`config.mk`:
```
export PLATFORM = sky130hd
export DESIGN_NAME = imm_front
export DESIGN_NICKNAME = d
export VERILOG_FILES = /design/src/int8_matrix_multiply_assert.svh /design/src/imm_pkg.sv /design/src/imm_front.sv
export SDC_FILE = /design/constraint.sdc
export NUM_CORES = 1
export LEC_CHECK = 0
export ABC_AREA = 1
export BUFFER_PORTS_ARGS = -buffer_cell sky130_fd_sc_hd__buf_2
export CORE_MARGIN = 2
export CORE_UTILIZATION = 24
export CTS_CLUSTER_DIAMETER = 40
export DETAILED_ROUTE_END_ITERATION = 16
export MAX_ROUTING_LAYER = met4
export PLACE_DENSITY = 0.39
export SLEW_MARGIN = 20
export SYNTH_ARGS = -nofsm -noshare
export SYNTH_HDL_FRONTEND = slang
export SYNTH_SLANG_ARGS = --single-unit
```
`constraint.sdc`:
```
create_clock -name i_clk -period 3.2 [get_ports i_clk]
set_input_delay 0.32 -clock i_clk [delete_from_list [all_inputs] [get_ports i_clk]]
set_output_delay 0.32 -clock i_clk [all_outputs]
set_load 0.005 [all_outputs]
```
`src/int8_matrix_multiply_assert.svh`:
```
// ---------------------------------------------------------------------------
// int8_matrix_multiply assertion macros
// Shared concurrent assertion forms used by the RTL of the matrix multiplier.
// ---------------------------------------------------------------------------
`ifndef INT8_MATRIX_MULTIPLY_ASSERT_SVH
`define INT8_MATRIX_MULTIPLY_ASSERT_SVH

// Same-cycle implication, disabled while reset is asserted.
`define IMM_ASSERT_HOLDS(label, clk, rst_n, ante, cons, msg) \
    label: assert property (@(posedge clk) disable iff (!rst_n) (ante) |-> (cons)) \
        else $error(msg);

// Next-cycle implication, disabled while reset is asserted.
`define IMM_ASSERT_NEXT(label, clk, rst_n, ante, cons, msg) \
    label: assert property (@(posedge clk) disable iff (!rst_n) (ante) |=> (cons)) \
        else $error(msg);

`endif

```
`src/imm_pkg.sv`:
```
`timescale 1ns / 1ps
// ---------------------------------------------------------------------------
// imm_pkg
// Types and constants shared by the int8 matrix multiplier modules.
// ---------------------------------------------------------------------------
package imm_pkg;

    localparam int REG_IDX_W  = 1;
    localparam int REG_DATA_W = 9;
    localparam int K_SIZE_W   = 9;
    localparam int N_SIZE_W   = 6;
    localparam int ACC_W      = 24;
    localparam int PROD_W     = 16;

    localparam logic [REG_IDX_W-1:0] REG_K_SIZE = 1'd0;
    localparam logic [REG_IDX_W-1:0] REG_N_SIZE = 1'd1;

    localparam logic [K_SIZE_W-1:0] K_SIZE_RESET = 9'd256;
    localparam logic [N_SIZE_W-1:0] N_SIZE_RESET = 6'd32;

    localparam logic MODE_WEIGHT = 1'b0;
    localparam logic MODE_ACT    = 1'b1;

    typedef struct packed {
        logic              mode;
        logic [7:0]        inner_index;
        logic [4:0]        column_index;
        logic signed [7:0] element_value;
    } t_in;

    typedef struct packed {
        logic [4:0]         result_column;
        logic signed [23:0] dot_value;
        logic               last_of_row;
    } t_out;

    // Command passed from the front end to the back end through the queue.
    typedef struct packed {
        logic                load;
        logic [7:0]          inner;
        logic [4:0]          column;
        logic signed [7:0]   value;
        logic                close;
        logic [N_SIZE_W-1:0] ncols;
    } t_cmd;

    typedef enum logic [1:0] {
        ST_IDLE,
        ST_SWEEP,
        ST_DRAIN
    } t_back_state;

endpackage

```
`src/imm_front.sv`:
```
`timescale 1ns / 1ps
// ---------------------------------------------------------------------------
// imm_front
// Accepts items, classifies them and queues the commands for the back end.
// ---------------------------------------------------------------------------
module imm_front #(
    parameter int MAX_INNER   = 256,
    parameter int MAX_COLUMNS = 32
) (
    input  logic                           i_clk,
    input  logic                           i_rst_n,
    input  logic                           i_start,
    output logic                           o_busy,
    input  imm_pkg::t_in                   i_item,
    input  logic [imm_pkg::K_SIZE_W-1:0]   i_k_size,
    input  logic [imm_pkg::N_SIZE_W-1:0]   i_n_size,
    input  logic                           i_pop,
    output logic                           o_q_valid,
    output imm_pkg::t_cmd                  o_q_head
);

    localparam int KEW = ($clog2(MAX_INNER + 1) > imm_pkg::K_SIZE_W) ?
                         $clog2(MAX_INNER + 1) : imm_pkg::K_SIZE_W;
    localparam int CEW = ($clog2(MAX_COLUMNS + 1) > imm_pkg::N_SIZE_W) ?
                         $clog2(MAX_COLUMNS + 1) : imm_pkg::N_SIZE_W;
    localparam int QD  = 4;
    localparam int QAW = $clog2(QD);
    localparam int QCW = $clog2(QD + 1);

    logic [KEW-1:0]                 w_inner_ext;
    logic [KEW-1:0]                 w_k_last;
    logic [CEW-1:0]                 w_col_ext;
    logic [CEW-1:0]                 w_n_ext;
    logic [imm_pkg::N_SIZE_W-1:0]   w_ncols;
    logic                           w_inner_ok;
    logic                           w_col_ok;
    logic                           w_close;
    logic                           w_keep;
    logic                           w_push;
    imm_pkg::t_cmd                  w_cmd;

    imm_pkg::t_cmd                  r_q [QD];
    logic [QAW-1:0]                 r_wp;
    logic [QAW-1:0]                 r_rp;
    logic [QCW-1:0]                 r_cnt;
    logic [QCW-1:0]                 n_cnt;

    // Classify: resolve effective sizes, drop items that touch nothing.
    always_comb begin
        w_inner_ext = KEW'(i_item.inner_index);
        w_col_ext   = CEW'(i_item.column_index);
        w_n_ext     = CEW'(i_n_size);
        w_inner_ok  = (w_inner_ext < KEW'(MAX_INNER));
        w_col_ok    = (w_col_ext < CEW'(MAX_COLUMNS));

        if (i_k_size == '0) begin
            w_k_last = '0;
        end else if (KEW'(i_k_size) > KEW'(MAX_INNER)) begin
            w_k_last = KEW'(MAX_INNER - 1);
        end else begin
            w_k_last = KEW'(i_k_size) - KEW'(1);
        end

        if (i_n_size == '0) begin
            w_ncols = imm_pkg::N_SIZE_W'(1);
        end else if (w_n_ext > CEW'(MAX_COLUMNS)) begin
            w_ncols = imm_pkg::N_SIZE_W'(MAX_COLUMNS);
        end else begin
            w_ncols = i_n_size;
        end

        w_close = (i_item.mode == imm_pkg::MODE_ACT) && (w_inner_ext == w_k_last);
        if (i_item.mode == imm_pkg::MODE_WEIGHT) begin
            w_keep = w_inner_ok && w_col_ok;
        end else begin
            w_keep = w_inner_ok;
        end

        w_cmd.load   = (i_item.mode == imm_pkg::MODE_WEIGHT);
        w_cmd.inner  = i_item.inner_index;
        w_cmd.column = i_item.column_index;
        w_cmd.value  = i_item.element_value;
        w_cmd.close  = w_close;
        w_cmd.ncols  = w_ncols;
    end

    assign o_busy    = (r_cnt == QCW'(QD));
    assign w_push    = i_start && !o_busy && w_keep;
    assign n_cnt     = r_cnt + QCW'(w_push) - QCW'(i_pop);
    assign o_q_valid = (r_cnt != '0);
    assign o_q_head  = r_q[r_rp];

    always_ff @(posedge i_clk) begin
        if (!i_rst_n) begin
            r_wp  <= '0;
            r_rp  <= '0;
            r_cnt <= '0;
        end else begin
            if (w_push) begin
                r_wp <= r_wp + QAW'(1);
            end
            if (i_pop) begin
                r_rp <= r_rp + QAW'(1);
            end
            r_cnt <= n_cnt;
        end
    end

    always_ff @(posedge i_clk) begin
        if (w_push) begin
            r_q[r_wp] <= w_cmd;
        end
    end

endmodule

```
# == After elaboration in Yosys (flattened, before gate mapping) ==
# Memories as Yosys holds them, arrays and structs flattened. A register that Yosys moved wholly into a read port is not among the register bits.
# Cells that the tools add are included.
# totals
regBits,7
ram_bits,116
input_bits,41
out_inout_bits,31
wordCells,28
memories,1
# memory_table
memory,words,width,rd,rd_clocked_by_memory_dff,wr,line,source
r_q,4,29,1,1,1,imm_front.sv:42,imm_pkg::t_cmd r_q [QD];
# op_classes
addsub,5
order_cmp,2
eq_ne,2
muxes,8
n_bitwise,1
reduce_logical,6
# op_table
cell,n
$mux 9,2
$mux 6,2
$eq 8x9->1,1
$gt 9x9->1 const B,1
$logic_not 9->1,1
$sub 9x1->9 const B,1
$gt 6x6->1 const B,1
$logic_not 6->1,1
$add 2x1->2 const B,2
$mux 2,2
$add 3x1->3,1
$eq 3x3->1 const B,1
$reduce_bool 3->1,1
$sub 3x1->3,1
$logic_and 1x1->1,2
$mux 1,2
$logic_not 1->1,1
$not 1->1,1

# == Longest topological paths before layout ==
# logic_depth
word_depth,5
depth_mapped,13
ltp_nobuf,13

# == Worst setup path before layout ==
# Ideal clock, no wire load.
# synth_timing
path_kind,reg-to-reg
from,register r_cnt[1]
to,memory r_q[0][0] (netlist name) (enable)
setup_time_ps,415
arrival_ps,2021
required_ps,2785
setup_slack_ps,764
stages_incl_launch_ff,5
n_path_buf,0
synth_period_minus_slack_ps,2436
path_cell_list,dfxtp_1 -> nor3b_1 -> nor2_1 -> inv_1 -> nor2_1
# synth_between
elab_chain_len,5
# synth_rtl
item,line,source
"start, declared",imm_front.sv:45,logic [QCW-1:0] r_cnt;
"start signal, assigned",imm_front.sv:105,r_cnt <= n_cnt;
$eq 3x3->1,imm_front.sv:87,assign o_busy = (r_cnt == QCW'(QD));
via o_busy,imm_front.sv:13,"output logic o_busy,"
$logic_not 1->1,imm_front.sv:88,assign w_push = i_start && !o_busy && w_keep;
$logic_and 1x1->1,imm_front.sv:88,
via w_push,imm_front.sv:39,logic w_push;
$mux 1,imm_front.sv:110,if (w_push) begin
$mux 1 (not written as such),imm_front.sv:111,r_q[r_wp] <= w_cmd;
"end, declared",imm_front.sv:42,
# The timed path passes the listed nets, and every way through them passes these cells.

==> summary.md <==
| Metric | Value |
|---|---|
| Routability congestion estimate | `0.836` |
| Distinct cells, synth | `26` |
| Rel. slew slack | `0.323` |
| Clock Root Buffer | `clkbuf_16` |
| Clk sinks | `roughly 130` |
| Hold Vio Cnt, Final | `0` |
| Status | `finished, final reports clean` |
| Syn_area_per_cell | `about 12 sq um` |
| Worst VDD drop | `0.000332 V` |
| Detailed-route via count | `3429` |
| FP Rows | `53` |
| Clock Path Buffers | `2` |
| Slew @ Worst Pin | `1.01 ns` |
| Synthesized net count | `~500` |
| Worst Setup Start Kind | `register` |
| Starting Density | `0.247` |
| Commonest non-fill, non-tap cell in the layout | `edfxtp_1` |
| CTS tree | `done` |
| Clk_lat worst skew | `0.40 ns` |
| Antenna violations before repair | `0` |
| RSZ-0062 raised after global routing | `no` |
| Largest net degree at the start of global routing | `59` |
| Worst Path Max Fanout | `58` |
| H-tree levels | `4` |
| # IOs | `between 70 and 80` |
| GRT Resource Usage Total | `0.113` |
| GR Overflow Total | `0` |
| Most frequent cells in the layout | `116 x edfxtp_1, 77 x nor2_1, 71 x buf_2, 65 x o21ai_0, 43 x nand2_1` |
| Synthesized instance count | `445` |
| Number of slew-limit violations in the final report | `0` |
| Layout area overhead | `25.7%` |
| Main synth FF type | `edfxtp_1` |
| Nets@finish | `572` |
| Final Cell Area | `around 6600 sq um` |
| Via/cell ratio | `roughly 4.2` |
| Setup tns final | `0 ns` |
| Crit path DAT | `just over 2 ns` |
| Leak pwr | `around 2.5 nW` |
| Min cycle time layout | `around 2.3 ns` |
| Global-route wire length before repair | `18900 um` |
| CTS Buf Count | `17` |
| DRT Wirelength | `12000 um` |
| Total of max-cap violations | `0` |
| DRC Markers | `0` |
| Area after DPL | `approximately 6000 sq um` |
| Setup bufs post-CTS | `0` |
| Fin crit share | `0.731` |
| Critical path class | `register to primary output` |
| Layout Utilization | `0.310` |
| Post-cts gate resize count | `0` |
| Setup Viol. Count Final | `0` |
| P per Cell Area | `703 nW/um^2` |
| DIE WIDTH | `151 um` |
| Core area | `about 21000 sq um` |
| Nature of the critical path endpoint | `primary output` |
| FF+latch count, synth | `between 100 and 150` |
| Asr flop ratio synth | `0` |
| Hold_buf cts | `0` |
| Routed Antenna Nets | `0` |
| Die Y | `about 150 um` |
| N_diodes | `0` |
| Worst path required time | `approximately 2.9 ns` |
| Sequential element share of the synthesized area | `0.702` |
| Die ar. | `between 20000 and 25000 sq um` |
| Worst hold-check path type | `primary input to register` |
| Post-synth EDFFs | `116` |
| Max Fclk | `around 430 MHz` |
| Pre-antenna DRT Iters | `5` |
| Worst Skew | `0.00535 ns` |
| Clock slew at reported path FFs | `roughly 0.050 ns` |
| Cell Area, Synth | `~5200 sq um` |
| Share of layout cells above drive strength 1 | `0.237` |
| Number of port buffers | `between 70 and 80` |
| Syn. warnings | `0` |
| DRT iter0 DRCs | `about 180` |
| Wirelength per Cell | `approximately 15 um` |
| Vias in the first global route | `between 3000 and 4000` |
| DP Wirelength | `7570 um` |
critical path, stage by stage, from the launching register on:
cell	delay (ns)
dfxtp_2	0.32
inv_2	0.72
o21ai_0	0.17
o22ai_1	0.23
buf_2	0.16
flip-flops by register name, indices dropped and copies added, names as in the netlist, named ones only:
signal and cells:
r_cnt 3, r_q 116, r_rp 2, r_wp 2
cells in the mapped netlist, types with 2 or more instances:
library cell  instances  share of area
edfxtp_1            116           0.67
inv_1                31          0.022
nand2_1              43          0.031
inv_2                 5         0.0036
nand3b_1              5         0.0072
nor2_4                2         0.0043
nor2_1               81          0.058
xor2_1                2         0.0034
o21ai_0              65          0.062
ha_1                  8          0.019
clkbuf_1             18          0.013
dfxtp_1               9          0.035
o22ai_1              29          0.035
a21oi_1               5         0.0048
nor2_2                2         0.0024
nand3_1              11          0.011
nand2_2               4         0.0048
metrics by stage:
stage | hold slack, ns | power, mW | std cells | worst slack (ns)
2_1_floorplan | 0.412 | 2.41 | 445 | 0.764
3_3_place_gp | 0.442 | 2.73 | 778 | 1.16
3_5_place_dp | 0.432 | 2.73 | 778 | 1.15
4_1_cts | 0.123 | 4.68 | 810 | 0.740
5_1_grt | 0.126 | 4.83 | 810 | 0.599
6_report | 0.139 | 4.61 | 810 | 0.862
cell families (layout without fill, tap and decap cells):
group | Yosys count | in the layout | synth area share
XOR/XNOR | 3 | 3 | 0.00503
AO/OA/AOI/OAI | 100 | 100 | 0.103
flip-flops | 125 | 125 | 0.702
buffers and inverters | 56 | 146 | 0.0419
adder cells (fa/ha/maj) | 9 | 9 | 0.0230
AND/OR/NAND/NOR | 152 | 152 | 0.125
cell type report:
cell class	instances	area [sq um]
fillers	2126	14600
flip-flops and latches	125	3660
multi-input cells	264	1370
repair buffers	78	445
clock buffers	18	429
well taps	275	344
clock inverters	14	175
inverters	36	135
layer usage:
layer | track usage | vias up | routed length, um
li1 | - | 1724 | -
met1 | 0.138 | 1638 | 5630
met3 | 0.0281 | 12 | 460
met5 | - | - | 0
met2 | 0.185 | 55 | 5770
met4 | 0.0379 | 0 | 150
report_power, final:
part / internal, mW / switching, mW / total, mW
sequential: 1.99 / 0.0514 / 2.05
clock: 1.29 / 0.650 / 1.94
combinational: 0.224 / 0.405 / 0.630
total: 3.51 / 1.11 / 4.61
path summary, 6_finish.rpt:
kind	startpoint	end	slack [ns]	cells after the start
min	i_item[2]	r_q[3][9]	0.14	1
max reg2reg	r_cnt[1]	r_q[2][12]	1.17	5
max	register	o_q_head[27]	0.86	4
min reg2reg	r_rp[1]	r_rp[1]	0.44	1
Note: power is estimated with default switching activity, not from simulation.
